==> src/rtl/core/midi_byte_stream_parser_defines.svh <==
// ----------------------------------------------------------------------------
// MIDI parser assertion macros
// Shared concurrent assertion forms used by the parser modules.
// ----------------------------------------------------------------------------
`ifndef MIDI_BYTE_STREAM_PARSER_DEFINES_SVH
`define MIDI_BYTE_STREAM_PARSER_DEFINES_SVH

// A property that must hold at every clock edge outside of reset.
`define MBP_ASSERT(label, clk, rst_n, prop, msg) \
	label: assert property (@(posedge clk) disable iff (!rst_n) (prop)) else $error(msg);

// A condition that must never be seen outside of reset.
`define MBP_NEVER(label, clk, rst_n, cond, msg) \
	label: assert property (@(posedge clk) disable iff (!rst_n) !(cond)) else $error(msg);

`endif

==> src/rtl/core/mbp_pkg.sv <==
// ----------------------------------------------------------------------------
// MIDI parser package
// Event word layout, event kinds and controller/datapath handshake structs.
// ----------------------------------------------------------------------------
`timescale 1ns / 1ps

package mbp_pkg;

	localparam int DEF_SYSEX_DEPTH = 64;

	typedef enum logic [4:0] {
		KIND_NOTE_OFF   = 5'd0,
		KIND_NOTE_ON    = 5'd1,
		KIND_POLY_AT    = 5'd2,
		KIND_CTRL       = 5'd3,
		KIND_PROGRAM    = 5'd4,
		KIND_CHAN_AT    = 5'd5,
		KIND_BEND       = 5'd6,
		KIND_QFRAME     = 5'd7,
		KIND_SONG_POS   = 5'd8,
		KIND_SONG_SEL   = 5'd9,
		KIND_TUNE       = 5'd10,
		KIND_SYSEX_BYTE = 5'd11,
		KIND_CLOCK      = 5'd12,
		KIND_START      = 5'd13,
		KIND_CONTINUE   = 5'd14,
		KIND_STOP       = 5'd15,
		KIND_SENSING    = 5'd16,
		KIND_RESET      = 5'd17
	} mbp_kind_t;

	typedef struct packed {
		mbp_kind_t   event_kind;
		logic [3:0]  channel;
		logic [6:0]  data_first;
		logic [6:0]  data_second;
		logic [13:0] value_wide;
		logic [7:0]  sysex_data;
		logic        last_of_run;
	} mbp_event_t;

	// Commands from the controller to the datapath.
	typedef struct packed {
		logic take_byte;
		logic rel_load;
		logic rel_finish;
	} mbp_cmd_t;

	// Status from the datapath to the controller.
	typedef struct packed {
		logic rel_req;
		logic rel_last;
		logic out_free;
	} mbp_sts_t;

endpackage

==> src/rtl/core/mbp_byte_if.sv <==
// ----------------------------------------------------------------------------
// MIDI byte channel
// Valid/ready channel carrying one received MIDI byte per word.
// ----------------------------------------------------------------------------
`timescale 1ns / 1ps

interface mbp_byte_if;
	logic       valid;
	logic       ready;
	logic [7:0] rx_byte;

	modport source (output valid, output rx_byte, input ready);
	modport sink (input valid, input rx_byte, output ready);
endinterface

==> src/rtl/core/mbp_event_if.sv <==
// ----------------------------------------------------------------------------
// MIDI event channel
// Valid/ready channel carrying one decoded MIDI event per word.
// ----------------------------------------------------------------------------
`timescale 1ns / 1ps

interface mbp_event_if;
	logic        valid;
	logic        ready;
	logic [4:0]  event_kind;
	logic [3:0]  channel;
	logic [6:0]  data_first;
	logic [6:0]  data_second;
	logic [13:0] value_wide;
	logic [7:0]  sysex_data;
	logic        last_of_run;

	modport source (
		output valid, output event_kind, output channel, output data_first,
		output data_second, output value_wide, output sysex_data, output last_of_run,
		input ready
	);
	modport sink (
		input valid, input event_kind, input channel, input data_first,
		input data_second, input value_wide, input sysex_data, input last_of_run,
		output ready
	);
endinterface

==> src/rtl/core/mbp_ram.sv <==
// ----------------------------------------------------------------------------
// Generic RAM
// Single write port, single read port, registered read data.
// ----------------------------------------------------------------------------
`timescale 1ns / 1ps

module mbp_ram #(
	parameter int WIDTH = 8,
	parameter int DEPTH = 64
) (
	input  logic                     clk,
	input  logic                     we,
	input  logic [$clog2(DEPTH)-1:0] waddr,
	input  logic [WIDTH-1:0]         wdata,
	input  logic [$clog2(DEPTH)-1:0] raddr,
	output logic [WIDTH-1:0]         rdata
);

	logic [WIDTH-1:0] mem [DEPTH];
	logic [WIDTH-1:0] rdata_q;

	always_ff @(posedge clk) begin
		if (we) begin
			mem[waddr] <= wdata;
		end
		rdata_q <= mem[raddr];
	end

	assign rdata = rdata_q;

endmodule

==> src/rtl/core/mbp_ctrl.sv <==
// ----------------------------------------------------------------------------
// MIDI parser controller
// Gates byte intake and sequences the SysEx release out of the buffer.
// ----------------------------------------------------------------------------
`timescale 1ns / 1ps
`include "midi_byte_stream_parser_defines.svh"

module mbp_ctrl import mbp_pkg::*; (
	input  logic     clk,
	input  logic     arst_n,
	input  logic     rx_valid,
	output logic     rx_ready,
	input  mbp_sts_t sts,
	output mbp_cmd_t cmd
);

	typedef enum logic [1:0] {
		ST_IDLE,
		ST_REL_READ,
		ST_REL_SEND
	} state_t;

	state_t state_q;

	// A byte is taken only when the output register can hold its event.
	assign rx_ready       = (state_q == ST_IDLE) && sts.out_free;
	assign cmd.take_byte  = rx_valid && rx_ready;
	assign cmd.rel_load   = (state_q == ST_REL_SEND) && sts.out_free;
	assign cmd.rel_finish = cmd.rel_load && sts.rel_last;

	always_ff @(posedge clk or negedge arst_n) begin
		if (!arst_n) begin
			state_q <= ST_IDLE;
		end else begin
			case (state_q)
				ST_IDLE: begin
					if (cmd.take_byte && sts.rel_req) begin
						state_q <= ST_REL_READ;
					end
				end
				ST_REL_READ: begin
					state_q <= ST_REL_SEND;
				end
				ST_REL_SEND: begin
					if (cmd.rel_finish) begin
						state_q <= ST_IDLE;
					end else if (cmd.rel_load) begin
						state_q <= ST_REL_READ;
					end
				end
				default: begin
					state_q <= ST_IDLE;
				end
			endcase
		end
	end

	`MBP_ASSERT(a_eox_starts_release, clk, arst_n, (cmd.take_byte && sts.rel_req) |=> (state_q == ST_REL_READ), "EOX did not start a release")
	`MBP_ASSERT(a_send_after_read, clk, arst_n, (state_q == ST_REL_SEND) |-> ($past(state_q) == ST_REL_READ || $past(state_q) == ST_REL_SEND), "release send without a buffer read")
	`MBP_ASSERT(a_finish_to_idle, clk, arst_n, cmd.rel_finish |=> (state_q == ST_IDLE), "release did not end in idle")

endmodule

==> src/rtl/core/mbp_datapath.sv <==
// ----------------------------------------------------------------------------
// MIDI parser datapath
// Parse state, SysEx buffer, event decode and the output register.
// ----------------------------------------------------------------------------
`timescale 1ns / 1ps
`include "midi_byte_stream_parser_defines.svh"

module mbp_datapath import mbp_pkg::*; #(
	parameter int SYSEX_DEPTH = DEF_SYSEX_DEPTH
) (
	input  logic       clk,
	input  logic       arst_n,
	input  logic [7:0] rx_byte,
	input  logic       evt_ready,
	input  mbp_cmd_t   cmd,
	output mbp_sts_t   sts,
	output logic       evt_valid,
	output mbp_event_t evt_word
);

	localparam int FW = $clog2(SYSEX_DEPTH + 1);
	localparam int AW = $clog2(SYSEX_DEPTH);

	localparam logic [7:0] BYTE_CHAN_FIRST = 8'h80;
	localparam logic [7:0] BYTE_CHAN_LAST  = 8'hEF;
	localparam logic [7:0] BYTE_SYSEX      = 8'hF0;
	localparam logic [7:0] BYTE_QFRAME     = 8'hF1;
	localparam logic [7:0] BYTE_SONG_POS   = 8'hF2;
	localparam logic [7:0] BYTE_SONG_SEL   = 8'hF3;
	localparam logic [7:0] BYTE_TUNE       = 8'hF6;
	localparam logic [7:0] BYTE_EOX        = 8'hF7;
	localparam logic [7:0] BYTE_CLOCK      = 8'hF8;
	localparam logic [7:0] BYTE_START      = 8'hFA;
	localparam logic [7:0] BYTE_CONTINUE   = 8'hFB;
	localparam logic [7:0] BYTE_STOP       = 8'hFC;
	localparam logic [7:0] BYTE_SENSING    = 8'hFE;
	localparam logic [7:0] BYTE_RESET      = 8'hFF;

	localparam logic [3:0] NIB_NOTE_OFF = 4'h8;
	localparam logic [3:0] NIB_NOTE_ON  = 4'h9;
	localparam logic [3:0] NIB_POLY_AT  = 4'hA;
	localparam logic [3:0] NIB_CTRL     = 4'hB;
	localparam logic [3:0] NIB_PROGRAM  = 4'hC;
	localparam logic [3:0] NIB_CHAN_AT  = 4'hD;
	localparam logic [3:0] NIB_BEND     = 4'hE;

	typedef enum logic [1:0] {
		MODE_STATUS,
		MODE_DATA,
		MODE_SYSEX
	} mode_t;

	mode_t           mode_q, mode_n;
	logic [7:0]      head_q, head_n;
	logic [6:0]      d1_q, d1_n;
	logic [FW-1:0]   fill_q, fill_n, fill_inc;
	logic [7:0]      rs_q, rs_n;
	logic [AW-1:0]   idx_q;
	logic            out_valid_q;
	mbp_event_t      out_q;

	logic            abort;
	logic            ev_hit;
	logic            rel_req;
	mbp_event_t      ev;
	mbp_event_t      rel_ev;
	logic            ram_we;
	logic [7:0]      ram_rdata;
	logic            head_two;
	logic            rs_two;

	function automatic mbp_event_t chan_event(input logic [7:0] status,
	                                          input logic [6:0] d1,
	                                          input logic [6:0] d2);
		mbp_event_t e;
		e             = '0;
		e.channel     = status[3:0];
		e.last_of_run = 1'b1;
		case (status[7:4])
			NIB_NOTE_OFF: begin
				e.event_kind  = KIND_NOTE_OFF;
				e.data_first  = d1;
				e.data_second = d2;
			end
			NIB_NOTE_ON: begin
				// A note-on with zero velocity is a note-off.
				e.event_kind  = (d2 == 7'd0) ? KIND_NOTE_OFF : KIND_NOTE_ON;
				e.data_first  = d1;
				e.data_second = d2;
			end
			NIB_POLY_AT: begin
				e.event_kind  = KIND_POLY_AT;
				e.data_first  = d1;
				e.data_second = d2;
			end
			NIB_CTRL: begin
				e.event_kind  = KIND_CTRL;
				e.data_first  = d1;
				e.data_second = d2;
			end
			NIB_PROGRAM: begin
				e.event_kind = KIND_PROGRAM;
				e.data_first = d1;
			end
			NIB_CHAN_AT: begin
				e.event_kind = KIND_CHAN_AT;
				e.data_first = d1;
			end
			NIB_BEND: begin
				e.event_kind = KIND_BEND;
				e.value_wide = {d2, d1};
			end
			default: begin
				e.event_kind = KIND_NOTE_OFF;
			end
		endcase
		return e;
	endfunction

	assign head_two = (head_q[7:4] == NIB_PROGRAM) || (head_q[7:4] == NIB_CHAN_AT);
	assign rs_two   = (rs_q[7:4] == NIB_PROGRAM) || (rs_q[7:4] == NIB_CHAN_AT);
	assign fill_inc = fill_q + FW'(1);

	always_comb begin
		mode_n  = mode_q;
		head_n  = head_q;
		d1_n    = d1_q;
		fill_n  = fill_q;
		rs_n    = rs_q;
		abort   = 1'b0;
		ev_hit  = 1'b0;
		ram_we  = 1'b0;
		rel_req = 1'b0;
		ev             = '0;
		ev.last_of_run = 1'b1;

		if (rx_byte[7]) begin
			if (rx_byte <= BYTE_CHAN_LAST) begin
				// A channel status always becomes running status, even when it aborts.
				rs_n = rx_byte;
				if (mode_q == MODE_STATUS) begin
					head_n = rx_byte;
					fill_n = fill_inc;
					mode_n = MODE_DATA;
				end else begin
					abort = 1'b1;
				end
			end else if (rx_byte <= BYTE_EOX) begin
				rs_n = '0;
				case (mode_q)
					MODE_STATUS: begin
						if (rx_byte == BYTE_SYSEX) begin
							head_n = rx_byte;
							ram_we = 1'b1;
							fill_n = fill_inc;
							mode_n = MODE_SYSEX;
						end else if (rx_byte == BYTE_QFRAME || rx_byte == BYTE_SONG_POS ||
						             rx_byte == BYTE_SONG_SEL) begin
							head_n = rx_byte;
							fill_n = fill_inc;
							mode_n = MODE_DATA;
						end else if (rx_byte == BYTE_TUNE) begin
							ev_hit        = 1'b1;
							ev.event_kind = KIND_TUNE;
						end
					end
					MODE_SYSEX: begin
						// The buffer is kept until the release sequence has read it out.
						if (rx_byte == BYTE_EOX) begin
							rel_req = 1'b1;
						end else begin
							abort = 1'b1;
						end
					end
					default: begin
						abort = 1'b1;
					end
				endcase
			end else begin
				ev_hit = 1'b1;
				case (rx_byte)
					BYTE_CLOCK:    ev.event_kind = KIND_CLOCK;
					BYTE_START:    ev.event_kind = KIND_START;
					BYTE_CONTINUE: ev.event_kind = KIND_CONTINUE;
					BYTE_STOP:     ev.event_kind = KIND_STOP;
					BYTE_SENSING:  ev.event_kind = KIND_SENSING;
					BYTE_RESET:    ev.event_kind = KIND_RESET;
					default: begin
						ev_hit = 1'b0;
						abort  = 1'b1;
					end
				endcase
			end
		end else begin
			if (head_q >= BYTE_CHAN_FIRST && head_q <= BYTE_CHAN_LAST) begin
				if (head_two || fill_q == FW'(2)) begin
					ev_hit = 1'b1;
					ev     = chan_event(head_q, head_two ? rx_byte[6:0] : d1_q,
					                    head_two ? 7'd0 : rx_byte[6:0]);
					abort  = 1'b1;
				end else begin
					d1_n   = rx_byte[6:0];
					fill_n = fill_inc;
				end
			end else if (head_q >= BYTE_SYSEX && head_q <= BYTE_EOX) begin
				if (mode_q == MODE_SYSEX) begin
					ram_we = 1'b1;
					fill_n = fill_inc;
					// A full buffer drops the SysEx without a trace.
					if (fill_inc >= FW'(SYSEX_DEPTH)) begin
						abort = 1'b1;
					end
				end else if (mode_q == MODE_DATA) begin
					if (head_q == BYTE_QFRAME || head_q == BYTE_SONG_SEL) begin
						ev_hit        = 1'b1;
						ev.event_kind = (head_q == BYTE_QFRAME) ? KIND_QFRAME : KIND_SONG_SEL;
						ev.data_first = rx_byte[6:0];
						abort         = 1'b1;
					end else if (head_q == BYTE_SONG_POS) begin
						if (fill_q == FW'(2)) begin
							ev_hit        = 1'b1;
							ev.event_kind = KIND_SONG_POS;
							ev.value_wide = {rx_byte[6:0], d1_q};
							abort         = 1'b1;
						end else begin
							d1_n   = rx_byte[6:0];
							fill_n = fill_inc;
						end
					end else begin
						abort = 1'b1;
					end
				end else begin
					abort = 1'b1;
				end
			end else if (head_q == 8'h00 && rs_q != 8'h00) begin
				// Running status: the stored status stands in for a fresh one.
				if (rs_two) begin
					ev_hit = 1'b1;
					ev     = chan_event(rs_q, rx_byte[6:0], 7'd0);
				end else begin
					head_n = rs_q;
					d1_n   = rx_byte[6:0];
					fill_n = FW'(2);
					mode_n = MODE_DATA;
				end
			end
		end

		if (abort) begin
			mode_n = MODE_STATUS;
			head_n = '0;
			fill_n = '0;
		end
	end

	assign sts.rel_req  = rel_req;
	assign sts.rel_last = ((FW'(idx_q) + FW'(1)) == fill_q);
	assign sts.out_free = !out_valid_q || evt_ready;

	always_comb begin
		rel_ev             = '0;
		rel_ev.event_kind  = KIND_SYSEX_BYTE;
		rel_ev.sysex_data  = ram_rdata;
		rel_ev.last_of_run = sts.rel_last;
	end

	mbp_ram #(
		.WIDTH (8),
		.DEPTH (SYSEX_DEPTH)
	) u_sysex_ram (
		.clk   (clk),
		.we    (cmd.take_byte && ram_we),
		.waddr (fill_q[AW-1:0]),
		.wdata (rx_byte),
		.raddr (idx_q),
		.rdata (ram_rdata)
	);

	always_ff @(posedge clk or negedge arst_n) begin
		if (!arst_n) begin
			mode_q      <= MODE_STATUS;
			head_q      <= '0;
			fill_q      <= '0;
			rs_q        <= '0;
			idx_q       <= '0;
			out_valid_q <= 1'b0;
		end else begin
			if (cmd.take_byte) begin
				mode_q <= mode_n;
				head_q <= head_n;
				fill_q <= fill_n;
				rs_q   <= rs_n;
			end
			if (cmd.rel_finish) begin
				mode_q <= MODE_STATUS;
				head_q <= '0;
				fill_q <= '0;
				idx_q  <= '0;
			end else if (cmd.rel_load) begin
				idx_q <= idx_q + AW'(1);
			end
			if ((cmd.take_byte && ev_hit) || cmd.rel_load) begin
				out_valid_q <= 1'b1;
			end else if (evt_ready) begin
				out_valid_q <= 1'b0;
			end
		end
	end

	always_ff @(posedge clk) begin
		if (cmd.take_byte) begin
			d1_q <= d1_n;
		end
		if (cmd.rel_load) begin
			out_q <= rel_ev;
		end else if (cmd.take_byte && ev_hit) begin
			out_q <= ev;
		end
	end

	assign evt_valid = out_valid_q;
	assign evt_word  = out_q;

	`MBP_ASSERT(a_fill_bounded, clk, arst_n, fill_q < FW'(SYSEX_DEPTH), "fill position reached the buffer depth")
	`MBP_ASSERT(a_idle_mode_head, clk, arst_n, (mode_q == MODE_STATUS) == (head_q == 8'h00), "parse mode and stored status disagree")
	`MBP_ASSERT(a_sysex_head, clk, arst_n, (mode_q == MODE_SYSEX) |-> (head_q == BYTE_SYSEX), "SysEx mode without a SysEx start")

endmodule

==> src/rtl/core/midi_byte_stream_parser.sv <==
// ----------------------------------------------------------------------------
// MIDI byte stream parser
// Decodes received MIDI bytes into events, with running status and SysEx.
// ----------------------------------------------------------------------------
//  channel  direction  word contents
//  rx       in         rx_byte: one received MIDI byte
//  evt      out        event_kind, channel, data bytes, 14-bit value,
//                      SysEx byte, last_of_run
//
// A byte is taken and its event, if any, sits in the output register.
// On EOX a SysEx of n buffered bytes is read out of the buffer RAM one byte
// at a time (registered read, then load), each load waiting out any output stall;
// no byte is taken during that run.
// Reset clears the parse state at once; the buffer needs no clearing pass.
// The rx side is held off while the output register holds an event not taken.
`timescale 1ns / 1ps

module midi_byte_stream_parser import mbp_pkg::*; #(
	parameter int SYSEX_DEPTH = DEF_SYSEX_DEPTH
) (
	input  logic       clk,
	input  logic       arst_n,
	mbp_byte_if.sink   rx,
	mbp_event_if.source evt
);

	mbp_cmd_t   cmd;
	mbp_sts_t   sts;
	mbp_event_t evt_word;

	mbp_ctrl u_ctrl (
		.clk      (clk),
		.arst_n   (arst_n),
		.rx_valid (rx.valid),
		.rx_ready (rx.ready),
		.sts      (sts),
		.cmd      (cmd)
	);

	mbp_datapath #(
		.SYSEX_DEPTH (SYSEX_DEPTH)
	) u_datapath (
		.clk       (clk),
		.arst_n    (arst_n),
		.rx_byte   (rx.rx_byte),
		.evt_ready (evt.ready),
		.cmd       (cmd),
		.sts       (sts),
		.evt_valid (evt.valid),
		.evt_word  (evt_word)
	);

	assign evt.event_kind  = evt_word.event_kind;
	assign evt.channel     = evt_word.channel;
	assign evt.data_first  = evt_word.data_first;
	assign evt.data_second = evt_word.data_second;
	assign evt.value_wide  = evt_word.value_wide;
	assign evt.sysex_data  = evt_word.sysex_data;
	assign evt.last_of_run = evt_word.last_of_run;

endmodule
==> src/flat_wrapper.sv <==
// flat-port wrapper written by rule: the top's interface ports become plain ports
module midi_byte_stream_parser_flat import mbp_pkg::*;
#(
	parameter int SYSEX_DEPTH = DEF_SYSEX_DEPTH
)
  (clk, arst_n, rx_valid, rx_rx_byte, rx_ready, evt_valid, evt_event_kind, evt_channel, evt_data_first, evt_data_second, evt_value_wide, evt_sysex_data, evt_last_of_run, evt_ready);
  mbp_byte_if rx_i ();
  mbp_event_if evt_i ();
  input  logic clk;
  input  logic arst_n;
  input wire logic [$bits(rx_i.valid)-1:0] rx_valid;
  input wire logic [$bits(rx_i.rx_byte)-1:0] rx_rx_byte;
  output wire logic [$bits(rx_i.ready)-1:0] rx_ready;
  output wire logic [$bits(evt_i.valid)-1:0] evt_valid;
  output wire logic [$bits(evt_i.event_kind)-1:0] evt_event_kind;
  output wire logic [$bits(evt_i.channel)-1:0] evt_channel;
  output wire logic [$bits(evt_i.data_first)-1:0] evt_data_first;
  output wire logic [$bits(evt_i.data_second)-1:0] evt_data_second;
  output wire logic [$bits(evt_i.value_wide)-1:0] evt_value_wide;
  output wire logic [$bits(evt_i.sysex_data)-1:0] evt_sysex_data;
  output wire logic [$bits(evt_i.last_of_run)-1:0] evt_last_of_run;
  input wire logic [$bits(evt_i.ready)-1:0] evt_ready;
  assign rx_i.valid = rx_valid;
  assign rx_i.rx_byte = rx_rx_byte;
  assign rx_ready = rx_i.ready;
  assign evt_valid = evt_i.valid;
  assign evt_event_kind = evt_i.event_kind;
  assign evt_channel = evt_i.channel;
  assign evt_data_first = evt_i.data_first;
  assign evt_data_second = evt_i.data_second;
  assign evt_value_wide = evt_i.value_wide;
  assign evt_sysex_data = evt_i.sysex_data;
  assign evt_last_of_run = evt_i.last_of_run;
  assign evt_i.ready = evt_ready;
  midi_byte_stream_parser #(.SYSEX_DEPTH(SYSEX_DEPTH)) u_core (.clk(clk), .arst_n(arst_n), .rx(rx_i), .evt(evt_i));
endmodule
==> config.mk <==
export PLATFORM = sky130hd
export DESIGN_NAME = midi_byte_stream_parser_flat
export DESIGN_NICKNAME = d
export VERILOG_FILES = /design/src/rtl/core/mbp_pkg.sv /design/src/rtl/core/mbp_byte_if.sv /design/src/rtl/core/mbp_event_if.sv /design/src/rtl/core/mbp_ram.sv /design/src/rtl/core/mbp_ctrl.sv /design/src/rtl/core/mbp_datapath.sv /design/src/rtl/core/midi_byte_stream_parser.sv /design/src/flat_wrapper.sv
export VERILOG_INCLUDE_DIRS = /design/src /design/src/rtl/core
export SDC_FILE = /design/constraint.sdc
export NUM_CORES = 1
export LEC_CHECK = 0
export BUFFER_PORTS_ARGS = -buffer_cell sky130_fd_sc_hd__buf_2
export CAP_MARGIN = 10
export CORE_MARGIN = 2
export CORE_UTILIZATION = 35
export CTS_CLUSTER_SIZE = 10
export DETAILED_ROUTE_END_ITERATION = 8
export PLACE_DENSITY = 0.49
export SYNTH_ARGS = -nofsm -noshare
export SYNTH_HDL_FRONTEND = slang
export SYNTH_SLANG_ARGS = --single-unit
export TNS_END_PERCENT = 20
==> constraint.sdc <==
create_clock -name clk -period 5.02 [get_ports clk]
set_input_delay 1.004 -clock clk [delete_from_list [all_inputs] [get_ports clk]]
set_output_delay 1.004 -clock clk [all_outputs]
set_load 0.01 [all_outputs]
==> summary.txt, run 1 <==
Yosys
  – Post-synthesis sequential area ratio: 0.715
  – Synth area leader: edfxtp_1
  – Post-synthesis compound-gate area fraction: 0.0754
  – #FFs+latches synth: 607
  – Simple-gate share of the synthesized area: 0.0588
  – Ys flop type: edfxtp_1
  – Post-Synth XOR/XNOR Area: 0.00320
  – Adder-Cell Fraction of Synth Area: 0.00305
  – Synthesized cell area: 24600 um2
  – Mean Syn Cell Area: 16.8 um2
  – Share of the synthesized area in the top cell type: 0.644
  – Cells after synthesis: 1467
  – Yosys warnings: 0
  – Largest family of logic cells by synthesized area: multiplexers
  – Ys async rst share: 0.0560
  – Area contributors post-synth: edfxtp_1, mux4_2, mux2i_1
  – Post-synth EDFFs: 528
  – Post-synth cell types: 70
  – Synth Net Count: 1485
  – Mux share of post-synthesis cell area: 0.123

Power
  – Power per cell area: 403 nW/um2
  – Leakage: 0.00870 uW
  – Total power: 11300 uW
  – Max rail drop VDD: 0.198 mV

Die
  – Core area: 69800 um2
  – IO Pins: 60
  – Num rows: 97
  – Initial Util: 0.353
  – Die width: 269 um
  – Die area: 72500 um2
  – Chip height: 269 um

Setup path
  – CP required: 5.53 ns
  – CP Capture Point: u_core.u_datapath.fill_q[3]
  – Reg2reg setup slack: 1.55 ns
  – CP max FO: 12
  – Worst R2R End: u_core.u_datapath.fill_q[3]
  – Worst r2r path cells: 9
  – CP Capture Type: register
  – WP data arrival: 3.98 ns
  – Critical Path Start Type: register
  – Crit Path Class: reg2reg
  – CP startpoint: u_core.u_datapath.fill_q[0]
  – Reg2reg start: u_core.u_datapath.fill_q[0]

Global routing
  – First-pass GRT wire length: 96900 um
  – GR Util All Layers: 0.183
  – Number of global-route vias before repair: 13800
  – Largest net degree at the start of global routing: 76
  – Grt ovf: 0
  – Initial antenna violation count: 3

Hold path
  – Hold Crit Class: reg2reg
  – Hold_sp: u_core.u_datapath.evt_word[27]

Placed design
  – Port bufs: 59
  – Routability cong.: 0.807
  – HPWL Detailed: 40900 um
  – Area after DPL: 26000 um2

Timing
  – Worst Tran Pin Value: 1.21 ns
  – Rel. slew slack: 0.195
  – RSZ-0062 raised after global routing: no
  – Final worst path period share: 0.691
  – Clock skew: 0.0224 ns
  – Hold WS: 0.471 ns
  – Maximum operating frequency: 0.288 GHz
  – Final min period: 3.47 ns
  – Setup violators final: 0
  – Final hold vios: 0
  – Pins Over Slew Limit: 0
  – Setup Total Neg Slack: 0 ns

Clocking
  – Setup bufs post-CTS: 0
  – CTS Hold Bufs: 0
  – CTS sink cnt: 607
  – Skew-Pair Late Insertion Delay: 0.60 ns
  – Post-cts resize count: 0
  – Total CTS buffers: 72
  – CTS tree: done
  – H-tree levels: 3
  – CTS Buffer Depth: 3
  – Reg clk slew, reported paths: 0.06 ns
  – CTS root buf: clkbuf_16

Detailed routing
  – Routed Antenna Nets: 0
  – Post-DR vias/cell: 5.43
  – Total iterations of the first detailed-routing run: 5
  – Via count: 13700
  – DRC Markers: 0
  – Routed WL: 66700 um
  – Avg WL per Cell: 26.4 um
  – Initial DRC Count: 1248

Flow run
  – MaxCap Viol Count: 0

Cells and area
  – Reg area: 17600 um2
  – Final #Nets: 1566
  – Filler cell count: 6315
  – Design Area, Final: 28000 um2
  – Proportion of layout cells with a drive suffix above 1: 0.189
  – Post-synthesis to final-layout area growth: 13.9%
  – Area occupied by multi-input gates: 6500 um2

Run status
  – Status: finished, final reports clean
[final cells by class]
type / count / share of cell area
clock buffer: 103 / 0.0702
timing repair buffer: 107 / 0.0240
sequential: 607 / 0.628
clock inverter: 7 / 0.00205
inverter: 11 / 0.00147
multi-input combinational: 749 / 0.232
antenna: 2 / 0.000178
tap: 940 / 0.0419
[critical path, stage by stage, from the launching register on]
cell and delay [ns]:
dfrtp_1 0.50, inv_1 0.19, ha_1 0.16, nor3b_1 0.41
nand3_1 0.16, a21boi_2 0.53, a211o_1 0.44, o21bai_1 0.37
or4_1 0.56, o21ai_1 0.09
[worst min-delay path by stage]
stage | end | slack (ns) | cells past startpoint
final | u_core.u_datapath.evt_word[27] | 0.47 | 1
after global routing | u_core.u_datapath.evt_word[27] | 0.50 | 1
after CTS | u_core.u_datapath.evt_word[11] | 0.48 | 1
after detailed placement | u_core.u_datapath.evt_word[28] | 0.46 | 1
after global placement | u_core.u_datapath.evt_word[20] | 0.46 | 1
after floorplan | u_core.u_datapath.evt_word[10] | 0.46 | 1
[flip-flops by register name, indices dropped and copies added (netlist names), 6 cells and up]
| signal | count |
|---|---|
| u_core.u_datapath.u_sysex_ram.mem | 512 |
| u_core.u_datapath.evt_word | 46 |
| u_core.u_datapath.head_q | 8 |
| u_core.u_datapath.rs_q | 8 |
| u_core.u_datapath.u_sysex_ram.rdata | 8 |
| u_core.u_datapath.d1_q | 7 |
| u_core.u_datapath.fill_q | 7 |
| u_core.u_datapath.idx_q | 6 |
[report_power, final]
group          leakage, uW  internal (uW)  total (uW)  switching (uW)
combinational      0.00216            284         906             622
clock             0.000980           2700        4620            1920
sequential         0.00556           5620        5790             170
total              0.00870           8600       11300            2710
[layout by cell type (no fill, tap or decap), types with 32 or more instances in the layout]
| cell type | instances |
|---|---|
| a21oi_1 | 71 |
| buf_2 | 57 |
| buf_4 | 49 |
| clkbuf_16 | 73 |
| dfrtp_1 | 32 |
| dfxtp_1 | 45 |
| edfxtp_1 | 528 |
| mux2i_1 | 104 |
| mux4_2 | 88 |
| nand2_1 | 71 |
| nor2_1 | 60 |
| nor3_1 | 38 |
| o221ai_1 | 56 |
[logic make-up (layout without fill, tap and decap cells)]
logic type,after synthesis,count (layout)
multiplexers,193,193
buffers and inverters,111,228
flip-flops,607,607
AO/OA/AOI/OAI,262,262
XOR/XNOR,9,9
other,0,2
AND/OR/NAND/NOR,279,279
adder cells (fa/ha/maj),6,6
[cells in the mapped netlist, drive strengths merged, types with 19 or more instances]
library cell and number:
buf 52, clkbuf 48, nor3 40, nor2 61, mux4 88, dfrtp 34
o21ai 27, nand3 25, a21oi 71, nand2 72, mux2i 104, dfxtp 45
edfxtp 528, o221ai 56, a22o 27, o22ai 19
[per-layer routing]
metal	routed length, um	track usage	vias to the layer above	share of wire
li1	-	-	6053	-
met1	29800	0.257	7202	0.45
met2	32200	0.296	369	0.48
met3	3180	0.0250	83	0.048
met4	1460	0.0526	0	0.022
met5	0	0	-	0
[per-stage QoR]
stage | cells | util | setup WS (ns)
6_report | 2526 | 0.402 | 1.55
5_1_grt | 2524 | 0.402 | 1.23
2_1_floorplan | 1467 | - | 1.65
3_3_place_gp | 2414 | 0.373 | 1.00
3_5_place_dp | 2414 | 0.373 | 0.941
4_1_cts | 2524 | 0.402 | 1.57
Power figures use the tool's default switching activity.
==> inputs of run 2 (changes only) <==
Settings changed: ABC_AREA set to 1.
Clock period 5.02 ns to 3.33 ns, I/O delays scaled along.
==> summary.txt, run 2 <==
Setup path
  – Reg2reg start: u_core.u_datapath.idx_q[1] (was u_core.u_datapath.fill_q[0])
  – CP Capture Point: u_core.u_datapath.head_q[6] (was u_core.u_datapath.fill_q[3])
  – Critical Path, Cell by Cell: nand2_2 > nor2_1 > nand2_1 > nand3_1 > nand2_1 > nor2_1 > nand3_2 > nand3_1 > nand3_2 > nand2_1 > nand2_1 (was inv_1 > ha_1 > nor3b_1 > nand3_1 > a21boi_2 > a211o_1 > o21bai_1 > or4_1 > o21ai_1)
  – Worst R2R End: u_core.u_datapath.head_q[6] (was u_core.u_datapath.fill_q[3])
  – CP startpoint: u_core.u_datapath.idx_q[1] (was u_core.u_datapath.fill_q[0])
  – CP max stage delay: 0.71 ns (was 0.56 ns)
  – Critical Path Start Type: register (unchanged)
  – Crit-path most repeated cell: nand2_1
  – CP max FO: 22 (was 12)
  – Crit Path Class: reg2reg (unchanged)
  – CP max-delay cell: dfrtp_2 (was or4_1)
  – CP Capture Type: register (unchanged)
  – WP data arrival: 3.48 ns (was 3.98 ns)
  – CP required: 3.82 ns (was 5.53 ns)
  – Reg2reg setup slack: 0.34 ns (was 1.55 ns)
  – Worst r2r path cells: 11 (was 9)

Yosys
  – Area contributors post-synth: edfxtp_1, nand2_1, o21ai_0 (was edfxtp_1, mux4_2, mux2i_1)
  – Post-synth top cells: nand2_1, edfxtp_1, nor2_1, o21ai_0, a21oi_1 (was edfxtp_1, mux2i_1, mux4_2, nand2_1, a21oi_1)
  – Synth Net Count: 2263 (was 1485)
  – Post-synth cell types: 39 (was 70)
  – Ys async rst share: 0.0560 (unchanged)
  – Count leader, synth: nand2_1 (was edfxtp_1)
  – Share of the synthesized area in the top cell type: 0.624 (was 0.644)
  – Mean Syn Cell Area: 11.3 um2 (was 16.8 um2)
  – Post-synthesis sequential area ratio: 0.693 (was 0.715)
  – Yosys warnings: 0 (unchanged)
  – Synth area leader: edfxtp_1 (unchanged)
  – Post-synth EDFFs: 528 (unchanged)
  – Cells after synthesis: 2245 (was 1467)
  – #FFs+latches synth: 607 (unchanged)
  – Synthesized cell area: 25400 um2 (was 24600 um2)
  – Ys flop type: edfxtp_1 (unchanged)

Die
  – Core area: 71700 um2 (was 69800 um2)
  – Initial Util: 0.354 (was 0.353)
  – Die width: 273 um (was 269 um)
  – Die area: 74800 um2 (was 72500 um2)
  – IO Pins: 60 (unchanged)
  – Chip height: 273 um (was 269 um)
  – Num rows: 98 (was 97)

Cells and area
  – Filler cell count: 6851 (was 6315)
  – Final #Nets: 2395 (was 1566)
  – Post-synthesis to final-layout area growth: 15.9% (was 13.9%)
  – Layout Cells excl Fill: 3362 (was 2526)
  – Max reg flops: 512 (unchanged)
  – Largest Register: u_core.u_datapath.u_sysex_ram.mem (unchanged)
  – Proportion of layout cells with a drive suffix above 1: 0.126 (was 0.189)
  – Most frequent cells in the layout: nand2_1, edfxtp_1, nor2_1 (was edfxtp_1, mux2i_1, mux4_2)
  – Most common cell after layout, fill and taps aside: nand2_1 (was edfxtp_1)

Detailed routing
  – Total iterations of the first detailed-routing run: 6 (was 5)
  – Via count: 17800 (was 13700)
  – DRC Markers: 0 (unchanged)
  – Initial DRC Count: 1833 (was 1248)
  – Avg WL per Cell: 22.8 um (was 26.4 um)
  – Routed Antenna Nets: 0 (unchanged)
  – Post-DR vias/cell: 5.28 (was 5.43)
  – Routed WL: 76500 um (was 66700 um)

Placed design
  – Routability cong.: 0.899 (was 0.807)
  – Port bufs: 59 (unchanged)
  – Placed cells: 3252 (was 2414)
  – HPWL Detailed: 48500 um (was 40900 um)

Clocking
  – Reg clk slew, reported paths: 0.05 ns (was 0.06 ns)
  – CTS Buffer Depth: 3 (unchanged)
  – CTS Hold Bufs: 0 (unchanged)
  – Total CTS buffers: 73 (was 72)
  – CTS sink cnt: 607 (unchanged)
  – CTS root buf: clkbuf_16 (unchanged)
  – Skew-Pair Late Insertion Delay: 0.61 ns (was 0.60 ns)
  – Post-cts resize count: 0 (unchanged)
  – CTS tree: done (unchanged)
  – Setup bufs post-CTS: 0 (unchanged)
  – H-tree levels: 3 (unchanged)

Run status
  – Status: finished, final reports clean (unchanged)

Timing
  – Setup Total Neg Slack: 0 ns (unchanged)
  – Setup violators final: 0 (unchanged)
  – Pins Over Slew Limit: 0 (unchanged)
  – Final min period: 2.99 ns (was 3.47 ns)
  – Clock skew: 0.0253 ns (was 0.0224 ns)
  – Rel. slew slack: 0.370 (was 0.195)
  – Worst Tran Pin Value: 0.945 ns (was 1.21 ns)
  – Maximum operating frequency: 0.334 GHz (was 0.288 GHz)
  – Final worst path period share: 0.898 (was 0.691)
  – RSZ-0062 raised after global routing: no (unchanged)
  – Final hold vios: 0 (unchanged)

Global routing
  – Initial antenna violation count: 2 (was 3)
  – Grt ovf: 0 (unchanged)
  – Number of global-route vias before repair: 17900 (was 13800)
  – GR Util All Layers: 0.206 (was 0.183)
  – Largest net degree at the start of global routing: 119 (was 76)
  – First-pass GRT wire length: 114000 um (was 96900 um)

Power
  – Max rail drop VDD: 0.464 mV (was 0.198 mV)
  – Power per cell area: 806 nW/um2 (was 403 nW/um2)
  – Leakage: 0.0109 uW (was 0.00870 uW)

Flow run
  – MaxCap Viol Count: 0 (unchanged)

Hold path
  – Hold Crit Class: in2async (was reg2reg)
run 2: kinds of logic (layout without fill, tap and decap cells):
family	count (synthesis)	in the layout	share of synthesized area
compound gates	426	426	0.0930
other cells	0	1	0
mux	64	64	0.0252
buf+inv	214	380	0.0351
simple gates	928	928	0.151
flops	607	607	0.693
fa+ha+maj	6	6	0.00295
run 2: per-layer routing:
layer  up-vias  routed length [um]  GRT usage
li1       8186                   -          -
met1      8824               33600      0.282
met2       635               35600      0.328
met3       113                5470     0.0443
met4         0                1860     0.0611
met5         -                   0          0
run 2: area by class of cell:
class | count | area (um2) | area share
Clock buffer | 99 | 2020 | 0.0686
Tap cell | 950 | 1190 | 0.0404
Sequential cell | 607 | 17600 | 0.598
Antenna cell | 1 | 2.50 | 0.0000850
Inverter | 94 | 363 | 0.0123
Timing Repair Buffer | 177 | 1260 | 0.0427
Clock inverter | 10 | 78.8 | 0.00268
Multi-Input combinational cell | 1424 | 6930 | 0.235
run 2: metrics by stage:
stage	worst slack (ns)	hold slack (ns)	cell area (um2)	utilization	power, uW
final	0.340	0.166	29500	0.411	23700
after global routing	0.0431	0.218	29400	0.411	24900
after CTS	0.359	0.168	29400	0.411	23800
after detailed placement	0.347	0.432	27400	0.381	16600
after global placement	0.342	0.427	27400	0.381	16600
after floorplan	0.577	0.370	25400	-	13700
run 2: worst min-delay path by stage:
stage                                        start                             end  slack [ns]  cells after the start
detailed placement  u_core.u_datapath.evt_word[11]  u_core.u_datapath.evt_word[11]        0.43                      2
global route                                arst_n       u_core.u_datapath.rs_q[2]        0.22                      1
finish                                      arst_n       u_core.u_datapath.rs_q[2]        0.17                      1
floorplan                                   arst_n        u_core.u_ctrl.state_q[0]        0.37                      0
global placement    u_core.u_datapath.evt_word[33]  u_core.u_datapath.evt_word[33]        0.43                      2
CTS                                         arst_n       u_core.u_datapath.rs_q[0]        0.17                      1
run 2: report_power, final:
group,switching [uW],total [uW],internal (uW)
registers,347,8970,8630
clock network,2950,7210,4260
logic,5430,7540,2110
total,8730,23700,15000
run 2: worst max-delay path: cells and delay by family, from the launching register on:
| kind | cells | cell delay (ns) |
|---|---|---|
| DFF | 1 | 0.71 |
| and+or+nand+nor | 11 | 2.14 |
